--- src/rtl/fsub_pkg.sv ---
// Shared types and constants for the first_substring_match block.
// No dependencies; imported by fsub_cell, first_substring_match and the testbench.
`default_nettype none

package fsub_pkg;

    localparam int PATTERN_MAX   = 8;
    localparam int POSITION_BITS = 16;
    localparam int COUNT_BITS    = POSITION_BITS + 1;
    localparam int PATTERN_BITS  = 64;
    localparam int LENGTH_BITS   = 4;
    localparam int BYTE_BITS     = 8;
    localparam int CFG_IDX_BITS  = 2;
    localparam int SEL_BITS      = 3;

    typedef enum logic [CFG_IDX_BITS-1:0] {
        CFG_PATTERN_BYTES  = 2'd0,
        CFG_PATTERN_LENGTH = 2'd1
    } fsub_cfg_idx_t;

    typedef struct packed {
        logic                 shift;
        logic                 clear;
        logic                 active;
        logic [BYTE_BITS-1:0] want;
    } fsub_cell_ctrl_t;

endpackage

`default_nettype wire

--- src/rtl/fsub_cell.sv ---
// One window cell: holds one text byte, passes it to the next cell on
// every accepted beat and compares its incoming byte with a pattern byte.
// Depends on fsub_pkg.
`default_nettype none

module fsub_cell (
    input  wire                          clk,
    input  wire                          rst_n,
    input  fsub_pkg::fsub_cell_ctrl_t    ctrl,
    input  wire [fsub_pkg::BYTE_BITS-1:0] byte_in,
    output logic [fsub_pkg::BYTE_BITS-1:0] byte_out,
    output logic                         hit
);
    import fsub_pkg::*;

    logic [BYTE_BITS-1:0] byte_reg;
    logic [BYTE_BITS-1:0] byte_next;

    always_comb
    begin
        byte_next = byte_reg;
        if (ctrl.shift)
        begin
            byte_next = ctrl.clear ? '0 : byte_in;
        end
    end

    always_ff @(posedge clk or negedge rst_n)
    begin
        if (!rst_n)
        begin
            byte_reg <= '0;
        end
        else
        begin
            byte_reg <= byte_next;
        end
    end

    assign hit      = !ctrl.active || (byte_in == ctrl.want);
    assign byte_out = byte_reg;

endmodule

`default_nettype wire

--- src/rtl/first_substring_match.sv ---
// Top level of the streaming first-occurrence substring search.
// Depends on fsub_pkg and fsub_cell.
//
// Usage:
//   Config channel (cfg_valid/cfg_ready, cfg_index, cfg_data): index 0 loads
//   the pattern (first byte in bits 7:0), index 1 loads the length (low 4
//   bits). cfg_ready is always high. Write only while no text is in flight.
//   Input stream: one text byte per beat in s_axis_tdata, s_axis_tlast
//   marks the final byte. Bytes are accepted one per clock unless stalled.
//   Output stream: one beat per text, after the tlast input beat.
//   m_axis_tuser is the found flag, m_axis_tdata the start index of the
//   first occurrence (zero when not found).
//   The result beat is registered and valid in the cycle after the tlast beat.
//   Throughput: one byte per cycle unless stalled; the window compare is done
//   in parallel across the row of PATTERN_MAX cells, one byte shifted per beat.
//   A stalled output register holds its beat; input is still taken while
//   the result register is empty or being drained in the same cycle.
//   Reset clears pattern, length, window, position count and output valid.
`default_nettype none

module first_substring_match (
    input  wire                                 clk,
    input  wire                                 rst_n,
    input  wire                                 cfg_valid,
    output logic                                cfg_ready,
    input  wire [fsub_pkg::CFG_IDX_BITS-1:0]    cfg_index,
    input  wire [fsub_pkg::PATTERN_BITS-1:0]    cfg_data,
    input  wire                                 s_axis_tvalid,
    output logic                                s_axis_tready,
    input  wire [7:0]                           s_axis_tdata,   // [7:0] text_byte
    input  wire                                 s_axis_tlast,   // is_last
    output logic                                m_axis_tvalid,
    input  wire                                 m_axis_tready,
    output logic [15:0]                         m_axis_tdata,   // [15:0] match_start
    output logic                                m_axis_tuser    // [0] found
);
    import fsub_pkg::*;

    localparam logic [COUNT_BITS-1:0] COUNT_LIMIT = '1;

    logic [PATTERN_BITS-1:0]  pattern_reg;
    logic [LENGTH_BITS-1:0]   length_reg;
    logic [COUNT_BITS-1:0]    count_reg;
    logic [COUNT_BITS-1:0]    count_next;
    logic                     seen_reg;
    logic                     seen_next;
    logic [POSITION_BITS-1:0] start_reg;
    logic [POSITION_BITS-1:0] start_next;
    logic                     out_valid_reg;
    logic                     out_valid_next;
    logic                     out_found_reg;
    logic                     out_found_next;
    logic [15:0]              out_start_reg;
    logic [15:0]              out_start_next;

    logic                     accept;
    logic [COUNT_BITS-1:0]    count_inc;
    logic [COUNT_BITS-1:0]    start_calc;
    logic                     len_ok;
    logic                     window_full;
    logic                     capture;
    logic [PATTERN_MAX-1:0]   hits;
    logic [BYTE_BITS-1:0]     cell_bytes [PATTERN_MAX];
    logic [BYTE_BITS-1:0]     pat_bytes  [PATTERN_BITS/BYTE_BITS];

    assign cfg_ready     = 1'b1;
    assign s_axis_tready = !out_valid_reg || m_axis_tready;
    assign accept        = s_axis_tvalid && s_axis_tready;

    always_comb
    begin
        for (int k = 0; k < PATTERN_BITS / BYTE_BITS; k++)
        begin
            pat_bytes[k] = pattern_reg[k*BYTE_BITS +: BYTE_BITS];
        end
    end

    // cell i sees window entry i; it must equal pattern byte len-1-i
    for (genvar i = 0; i < PATTERN_MAX; i++)
    begin : g_cell
        fsub_cell_ctrl_t       ctrl;
        logic [LENGTH_BITS-1:0] sel;
        logic [BYTE_BITS-1:0]   cell_in;

        assign sel         = length_reg - LENGTH_BITS'(i + 1);
        assign ctrl.shift  = accept;
        assign ctrl.clear  = s_axis_tlast;
        assign ctrl.active = length_reg > LENGTH_BITS'(i);
        assign ctrl.want   = pat_bytes[sel[SEL_BITS-1:0]];

        if (i == 0)
        begin : g_head
            assign cell_in = s_axis_tdata;
        end
        else
        begin : g_body
            assign cell_in = cell_bytes[i-1];
        end

        fsub_cell u_cell (
            .clk      (clk),
            .rst_n    (rst_n),
            .ctrl     (ctrl),
            .byte_in  (cell_in),
            .byte_out (cell_bytes[i]),
            .hit      (hits[i])
        );
    end

    assign count_inc   = (count_reg == COUNT_LIMIT) ? count_reg : count_reg + 1'b1;
    assign len_ok      = (length_reg != '0) && (length_reg <= LENGTH_BITS'(PATTERN_MAX));
    assign window_full = count_inc >= COUNT_BITS'(length_reg);
    assign start_calc  = count_inc - COUNT_BITS'(length_reg);
    assign capture     = !seen_reg && len_ok && window_full && (&hits)
                         && !start_calc[COUNT_BITS-1];

    always_comb
    begin
        count_next     = count_reg;
        seen_next      = seen_reg;
        start_next     = start_reg;
        out_valid_next = out_valid_reg;
        out_found_next = out_found_reg;
        out_start_next = out_start_reg;

        if (out_valid_reg && m_axis_tready)
        begin
            out_valid_next = 1'b0;
        end

        if (accept)
        begin
            if (s_axis_tlast)
            begin
                out_valid_next = 1'b1;
                out_found_next = seen_reg || capture;
                if (seen_reg)
                begin
                    out_start_next = start_reg[15:0];
                end
                else if (capture)
                begin
                    out_start_next = start_calc[15:0];
                end
                else
                begin
                    out_start_next = '0;
                end
                count_next = '0;
                seen_next  = 1'b0;
                start_next = '0;
            end
            else
            begin
                count_next = count_inc;
                if (capture)
                begin
                    seen_next  = 1'b1;
                    start_next = start_calc[POSITION_BITS-1:0];
                end
            end
        end
    end

    always_ff @(posedge clk or negedge rst_n)
    begin
        if (!rst_n)
        begin
            pattern_reg <= '0;
            length_reg  <= '0;
        end
        else if (cfg_valid)
        begin
            unique case (cfg_index)
                CFG_PATTERN_BYTES:  pattern_reg <= cfg_data;
                CFG_PATTERN_LENGTH: length_reg  <= cfg_data[LENGTH_BITS-1:0];
                default:            ;
            endcase
        end
    end

    always_ff @(posedge clk or negedge rst_n)
    begin
        if (!rst_n)
        begin
            count_reg     <= '0;
            seen_reg      <= 1'b0;
            start_reg     <= '0;
            out_valid_reg <= 1'b0;
            out_found_reg <= 1'b0;
            out_start_reg <= '0;
        end
        else
        begin
            count_reg     <= count_next;
            seen_reg      <= seen_next;
            start_reg     <= start_next;
            out_valid_reg <= out_valid_next;
            out_found_reg <= out_found_next;
            out_start_reg <= out_start_next;
        end
    end

    assign m_axis_tvalid = out_valid_reg;
    assign m_axis_tdata  = out_start_reg;
    assign m_axis_tuser  = out_found_reg;

endmodule

`default_nettype wire

--- config.mk ---
export PLATFORM = sky130hd
export DESIGN_NAME = first_substring_match
export DESIGN_NICKNAME = d
export VERILOG_FILES = /design/src/rtl/fsub_pkg.sv /design/src/rtl/fsub_cell.sv /design/src/rtl/first_substring_match.sv
export SDC_FILE = /design/constraint.sdc
export NUM_CORES = 1
export LEC_CHECK = 0
export BUFFER_PORTS_ARGS = -buffer_cell sky130_fd_sc_hd__buf_2
export CAP_MARGIN = 25
export CELL_PAD_IN_SITES_DETAIL_PLACEMENT = 1
export CELL_PAD_IN_SITES_GLOBAL_PLACEMENT = 2
export CORE_UTILIZATION = 40
export DETAILED_ROUTE_END_ITERATION = 8
export PLACE_DENSITY_LB_ADDON = 0.1
export SLEW_MARGIN = 30
export SYNTH_ARGS = -nofsm -noshare
export SYNTH_HDL_FRONTEND = slang
export SYNTH_SLANG_ARGS = --single-unit
--- constraint.sdc ---
create_clock -name clk -period 5.5 [get_ports clk]
set_input_delay 1.1 -clock clk [delete_from_list [all_inputs] [get_ports clk]]
set_output_delay 1.1 -clock clk [all_outputs]
set_load 0.005 [all_outputs]
# Word level (Yosys, flattened, before mapping)
# Index checks and enable logic that the tools add are counted.
dict set report totals {
  reg_bits 176
  output_inout_bits 20
  inputBits 80
  wordCells 139
}
dict set report op_classes {
  n_addsub 10
  n_mux 42
  order_cmp 18
  n_eq_ne 10
  n_reduce_logical 36
  n_bitwise 8
}
# operator n
set ops {}
lappend ops {{$bmux 8 s3} 8}
lappend ops {{$mux 8} 23}
lappend ops {{$eq 8x8->1} 8}
lappend ops {{$mux 16} 4}
lappend ops {{$mux 17} 2}
lappend ops {{$ge 4x4->1 const B} 8}
lappend ops {{$not 3->4} 8}
lappend ops {{$add 17x1->17 const B} 1}
lappend ops {{$eq 17x17->1 const B} 1}
lappend ops {{$ge 17x4->1} 1}
lappend ops {{$sub 17x4->17} 1}
lappend ops {{$gt 4x3->1 const B} 4}
lappend ops {{$sub 3x3->3 const B} 4}
lappend ops {{$logic_not 1->1} 11}
lappend ops {{$logic_or 1x1->1} 10}
lappend ops {{$gt 4x1->1 const B} 2}
lappend ops {{$gt 4x2->1 const B} 2}
lappend ops {{$reduce_and 2->1} 4}
lappend ops {{$reduce_and 8->1} 1}
lappend ops {{$logic_and 1x1->1} 7}
lappend ops {{$sub 3x1->3 const B} 2}
lappend ops {{$sub 3x2->3 const B} 2}
lappend ops {{$mux 1} 5}
lappend ops {{$le 4x4->1 const B} 1}
lappend ops {{4 further kinds} 4}

# Logic depth before layout (Yosys ltp)
dict set report logic_depth {
  word_depth 12
  depth_mapped 19
  mapped_depth_nobuf 17
}

# By module
# From an unflattened synthesis, not the netlist that was laid out.
dict set report hier_totals {
  hier_cells 1140
  area_unflattened_um2 11771.3
}
# mod cells_per_inst instances seq_area_each_um2 area_each_um2
set by_module_without_submodules {}
lappend by_module_without_submodules {first_substring_match 788 1 3002.9 8217.9}
lappend by_module_without_submodules {fsub_cell 44 8 200.2 444.2}

# Worst setup path after synthesis
# Ideal clock, no wire load.
dict set report synth_path {
  kind {reg-to-reg}
  from {register count_reg[0]}
  to {register start_reg[15]}
  stages_incl_launch_ff 20
  period_less_slack_ps 4796
  arrival_time_ps 4677
  slack_ps 704
  t_required_ps 5381
  path_buffers 2
  setup_time_ps 119
  path_cell_list {dfrtp_1 -> ha_1 -> nand3_4 -> or4_1 -> buf_2 -> nor2_1 -> mux2i_1 -> inv_1 -> ha_1 -> nor2b_1 -> o21ai_0 -> a21boi_0 -> a2111o_1 -> or4b_4 -> or4b_1 -> nand3_2 -> nor4_4 -> buf_2 -> nand3_1 -> a21bo_1}
}
dict set report synth_between {
  elab_chain_len 8
  word_cells_on_any_way 13
  classes_between {2 x add/sub; 1 x order compare; 1 x eq/ne; 3 x mux; 6 x reduce/logical}
}
# element line_no
set synth_lines {}
lappend synth_lines {{start, declared} first_substring_match.sv:43} ;# logic [COUNT_BITS-1:0] count_reg;
lappend synth_lines {{start signal, assigned} first_substring_match.sv:195} ;# count_reg <= count_next;
lappend synth_lines {{$add 17x1->17 or $eq 17x17->1 (tied branches)} first_substring_match.sv:110} ;# assign count_inc = (count_reg == COUNT_LIMIT) ? count_reg : count_reg + 1'b1;
lappend synth_lines {{$mux 17 (*)} first_substring_match.sv:110}
lappend synth_lines {{$ge 17x4->1} first_substring_match.sv:112} ;# assign window_full = count_inc >= COUNT_BITS'(length_reg);
lappend synth_lines {{$logic_and 1x1->1 (2 in series)} first_substring_match.sv:114} ;# assign capture = !seen_reg && len_ok && window_full && (&hits)
lappend synth_lines {{$logic_and 1x1->1} first_substring_match.sv:115} ;# && !start_calc[COUNT_BITS-1];
lappend synth_lines {{$reduce_bool 2->1 (no line)} n/a}
lappend synth_lines {{$reduce_and 2->1 (no line)} n/a}
lappend synth_lines {{end signal, assigned} first_substring_match.sv:197} ;# start_reg <= start_next;
lappend synth_lines {{end, declared} first_substring_match.sv:47} ;# logic [POSITION_BITS-1:0] start_reg;
# Mark *: on every way between the ends. The rest lies on a longest branch, timed or not. The select of a mux whose other input is x is not followed.
# A chain may end at the register's enable or synchronous reset.

# Final worst setup path
dict set report layout_path {
  from {register count_reg[0]}
  to {register out_start_reg[1] (netlist: m_axis_tdata[1])}
}
dict set report layout_between {
  elab_chain_len 8
  word_cells_on_any_way 11
  classes_between {2 x add/sub; 1 x order compare; 1 x eq/ne; 3 x mux; 4 x reduce/logical}
}
# element line_no
set layout_lines {}
lappend layout_lines {{$add 17x1->17 or $eq 17x17->1 (tied branches)} first_substring_match.sv:110}
lappend layout_lines {{$mux 17 (*)} first_substring_match.sv:110}
lappend layout_lines {{$ge 17x4->1} first_substring_match.sv:112}
lappend layout_lines {{$logic_and 1x1->1 (2 in series)} first_substring_match.sv:114}
lappend layout_lines {{$logic_and 1x1->1} first_substring_match.sv:115}
lappend layout_lines {{$mux 16 (*)} first_substring_match.sv:141} ;# else if (capture)
lappend layout_lines {{$mux 16 (*)} first_substring_match.sv:137} ;# if (seen_reg)
lappend layout_lines {{end signal, assigned} first_substring_match.sv:200} ;# out_start_reg <= out_start_next;
lappend layout_lines {{end, declared} first_substring_match.sv:53} ;# logic [15:0] out_start_reg;
# Mark *: on every way between the ends. The rest lies on a longest branch, timed or not.

==> results by group <==
Synth
  – Yosys top cell area share: 0.368
  – Post-synth ARST share: 1.00
  – Largest cells by area after synthesis: dfrtp_1 (37%), mux4_2 (14%), mux2_2 (7.3%)
  – Netlist cell types: 72
  – Post-synth EDFFs: 0
  – Mapped Area: 12000 sq um
  – Synth warn: 0
  – Synth Area per Inst: 10.5 sq um
  – Synthesized flop and latch total: 176
  – Main flop type after synthesis: dfrtp_1
  – Seq/Total Area, Yosys: 0.368
  – Syn Nets: 1231
  – Leading area contributor after synthesis: dfrtp_1
  – Post-Syn Instances: 1139

Floorplanning
  – Chip height: 175 um
  – Initial Util: 0.411
  – # rows: 62
  – DIE WIDTH: 175 um
  – Core box area: 29100 sq um
  – DIE AREA: 30600 sq um
  – I/O pins: 100

Clock tree
  – Clk buf depth: 2
  – TritonCTS buffer count: 17
  – CTS tree: done
  – # clock sinks: 176
  – Worst-path clk slew: 0.07 ns
  – Worst-skew pair later-pin latency: 0.45 ns
  – CTS H-tree depth: 4
  – Root Buffer: clkbuf_16

Timing
  – Max frequency: 194 MHz
  – Normalized max-slew margin: 0.396
  – Final hold slack: 0.490 ns
  – Final Cycle Share: 0.937
  – Final hold vios: 0
  – Slew Viols, Final: 0
  – Final setup viols: 0
  – Setup TNS: 0 ns
  – Post-route worst setup slack: 0.348 ns
  – Unrepaired setup endpoints after global routing: false
  – Final Skew: 0.0103 ns
  – Slew @ Worst Pin: 0.905 ns
  – Crit path time final: 5.15 ns

Routing
  – Vias: 9364
  – DRT Pass-1 Iters: 5
  – DRC errors left: 0
  – Routed wire length: 37.4 mm
  – Antenna Nets Post-Route: 0
  – DR vias/cell: 5.86
  – 1st-iter DRT viols: 748
  – Routed len/inst: 23.4 um

Power
  – P_leak: 5.65 nW
  – VDD IR-drop max: 0.245 mV
  – Overall Power: 5.14 mW
  – Pwr/cell area: 383 nW/um^2

Setup path
  – Startpoint type of the worst setup path: flop
  – CP Cell Sequence: ha_1, nand3_4, or4_1, nor2_1, mux2i_2, inv_1, ha_1, nor2b_1, o21ai_0, a21boi_0, a2111o_1, or4b_4, or4b_1, nand3_2, nor4_4, buf_4, a22oi_1, a21oi_1
  – Most frequent CP cell: ha_1
  – Reg-to-reg critical path endpoint: m_axis_tdata[1]
  – Critical-path top delay cell: or4_1
  – Critical path buffers and inverters: 2
  – Crit path max-delay family: simple AND/OR/NAND/NOR gates
  – R2R depth: 18
  – Largest fanout on the critical path: 27
  – CP peak stage delay: 0.55 ns
  – Start point of the critical path: count_reg[0]
  – Worst R2R Start: count_reg[0]
  – FF-to-FF setup slack: 0.35 ns
  – Worst setup EP type: flop
  – Req. time, crit path: 5.79 ns
  – Worst path arrival time: 5.45 ns
  – Crit Path Class: reg -> reg

GRT
  – Initial antenna violation count: 0
  – First-pass GRT wire length: 58.4 mm
  – GRT Total Usage: 0.256
  – GRT Residual Overflow: 0
  – Largest net degree at the start of global routing: 100
  – Vias in the first global route: 9338

Worst hold path
  – Hold depth: 1
  – Hold_sp: start_reg[8]
  – Min-Delay Endpoint: start_reg[8]
  – Hold WC Path Type: reg -> reg

Cells and area
  – Final design utilization: 0.462
  – Layout cell share with drive strength beyond 1: 0.277
  – Antenna Cells: 0
  – Post-Layout Cell Count: 1598
  – Final #Nets: 1293
  – Syn-to-layout area delta: 12.3%
  – Largest register FFs: 64
  – Layout Cell Area excl Fill: 13400 sq um

Placed design
  – Place WS: 0.263 ns
  – Port Buffers: 98
  – GPL Wtd Cong: 0.841
  – Placed Instances: 1563
  – DPL Wire Length: 27.7 mm
  – Cell Area, Placed: 12800 sq um

Status
  – Status: finished, final reports clean

Run
  – Max_cap viols: 0
[timing repair]
item                       4_1_cts  5_1_grt
buffers inserted                 0        3
hold endpoints to repair         0        0
gates resized for setup          0        2
setup endpoints to repair        0       31
hold buffers                     0        0
[synth_stat cells, types with 3 or more instances]
| master | number |
|---|---|
| dfrtp_1 | 176 |
| nand2_1 | 173 |
| o21ai_0 | 83 |
| mux2_2 | 78 |
| mux4_2 | 74 |
| mux2i_1 | 57 |
| xor2_1 | 54 |
| nor2_1 | 53 |
| xnor2_1 | 52 |
| clkbuf_1 | 50 |
| a21oi_1 | 28 |
| nand3_1 | 23 |
| nor3_1 | 19 |
| a22oi_1 | 15 |
| nand4_1 | 15 |
| buf_2 | 12 |
| a21bo_1 | 11 |
| buf_4 | 11 |
| ha_1 | 11 |
| nor4_1 | 11 |
| inv_1 | 10 |
| a31oi_1 | 9 |
| and2_1 | 8 |
| o22ai_1 | 6 |
| a2111oi_0 | 5 |
| buf_1 | 5 |
| buf_6 | 5 |
| nand2b_1 | 5 |
| or2_2 | 5 |
| a221o_1 | 4 |
| a32oi_1 | 4 |
| nor2b_1 | 4 |
| o311ai_0 | 4 |
| o31ai_1 | 4 |
| a221oi_1 | 3 |
| a41oi_1 | 3 |
| o2bb2ai_1 | 3 |
[worst max path at each step]
stage,end,slack (ns),cells after the start
floorplan,start_reg[15],0.70,19
global placement,start_reg[3],0.39,17
detailed placement,start_reg[3],0.26,17
CTS,m_axis_tdata[1],0.24,18
global route,m_axis_tdata[1],0.01,18
finish,m_axis_tdata[1],0.35,18
[placed cells by master (no fill, tap or decap), drive strengths merged, types with 5 or more instances in the layout]
cell type,instances
mux4,74
a21oi,28
a22oi,15
nand4,16
dfrtp,176
clkbuf,20
a21bo,13
and2,8
o21ai,85
ha,11
nor3,20
o22ai,6
a31oi,9
xor2,54
inv,19
xnor2,52
mux2,78
nand3,25
a2111oi,5
nor4,13
buf,125
nand2b,5
nor2,53
mux2i,57
or2,5
nand2,173
[metal layers]
metal	global-route usage	vias up	part of all wire
li1	-	4297	-
met1	0.408	4805	0.52
met2	0.348	235	0.41
met3	0.0477	27	0.048
met4	0.0659	0	0.014
met5	0	-	0
[area by class of cell]
cell class / count / area (sq um)
clock inverters: 13 / 149
flip-flops and latches: 176 / 4410
fillers: 3203 / 15700
well taps: 384 / 480
clock buffers: 19 / 443
repair buffers: 126 / 759
multi-input cells: 868 / 7150
inverters: 12 / 45.0
[report_power, final]
| part | switching, mW | internal [mW] |
|---|---|---|
| clock network | 0.571 | 0.693 |
| registers | 0.253 | 1.43 |
| logic | 1.16 | 1.04 |
[kinds of logic after synthesis]
kind of cell / synth area share
multiplexers: 0.260
flip-flops: 0.368
other: 0.000314
adder cells (fa/ha/maj): 0.0140
AND/OR/NAND/NOR: 0.130
XOR/XNOR: 0.0776
AO/OA/AOI/OAI: 0.112
buffers and inverters: 0.0377
Note: power is estimated with default switching activity, not from simulation.
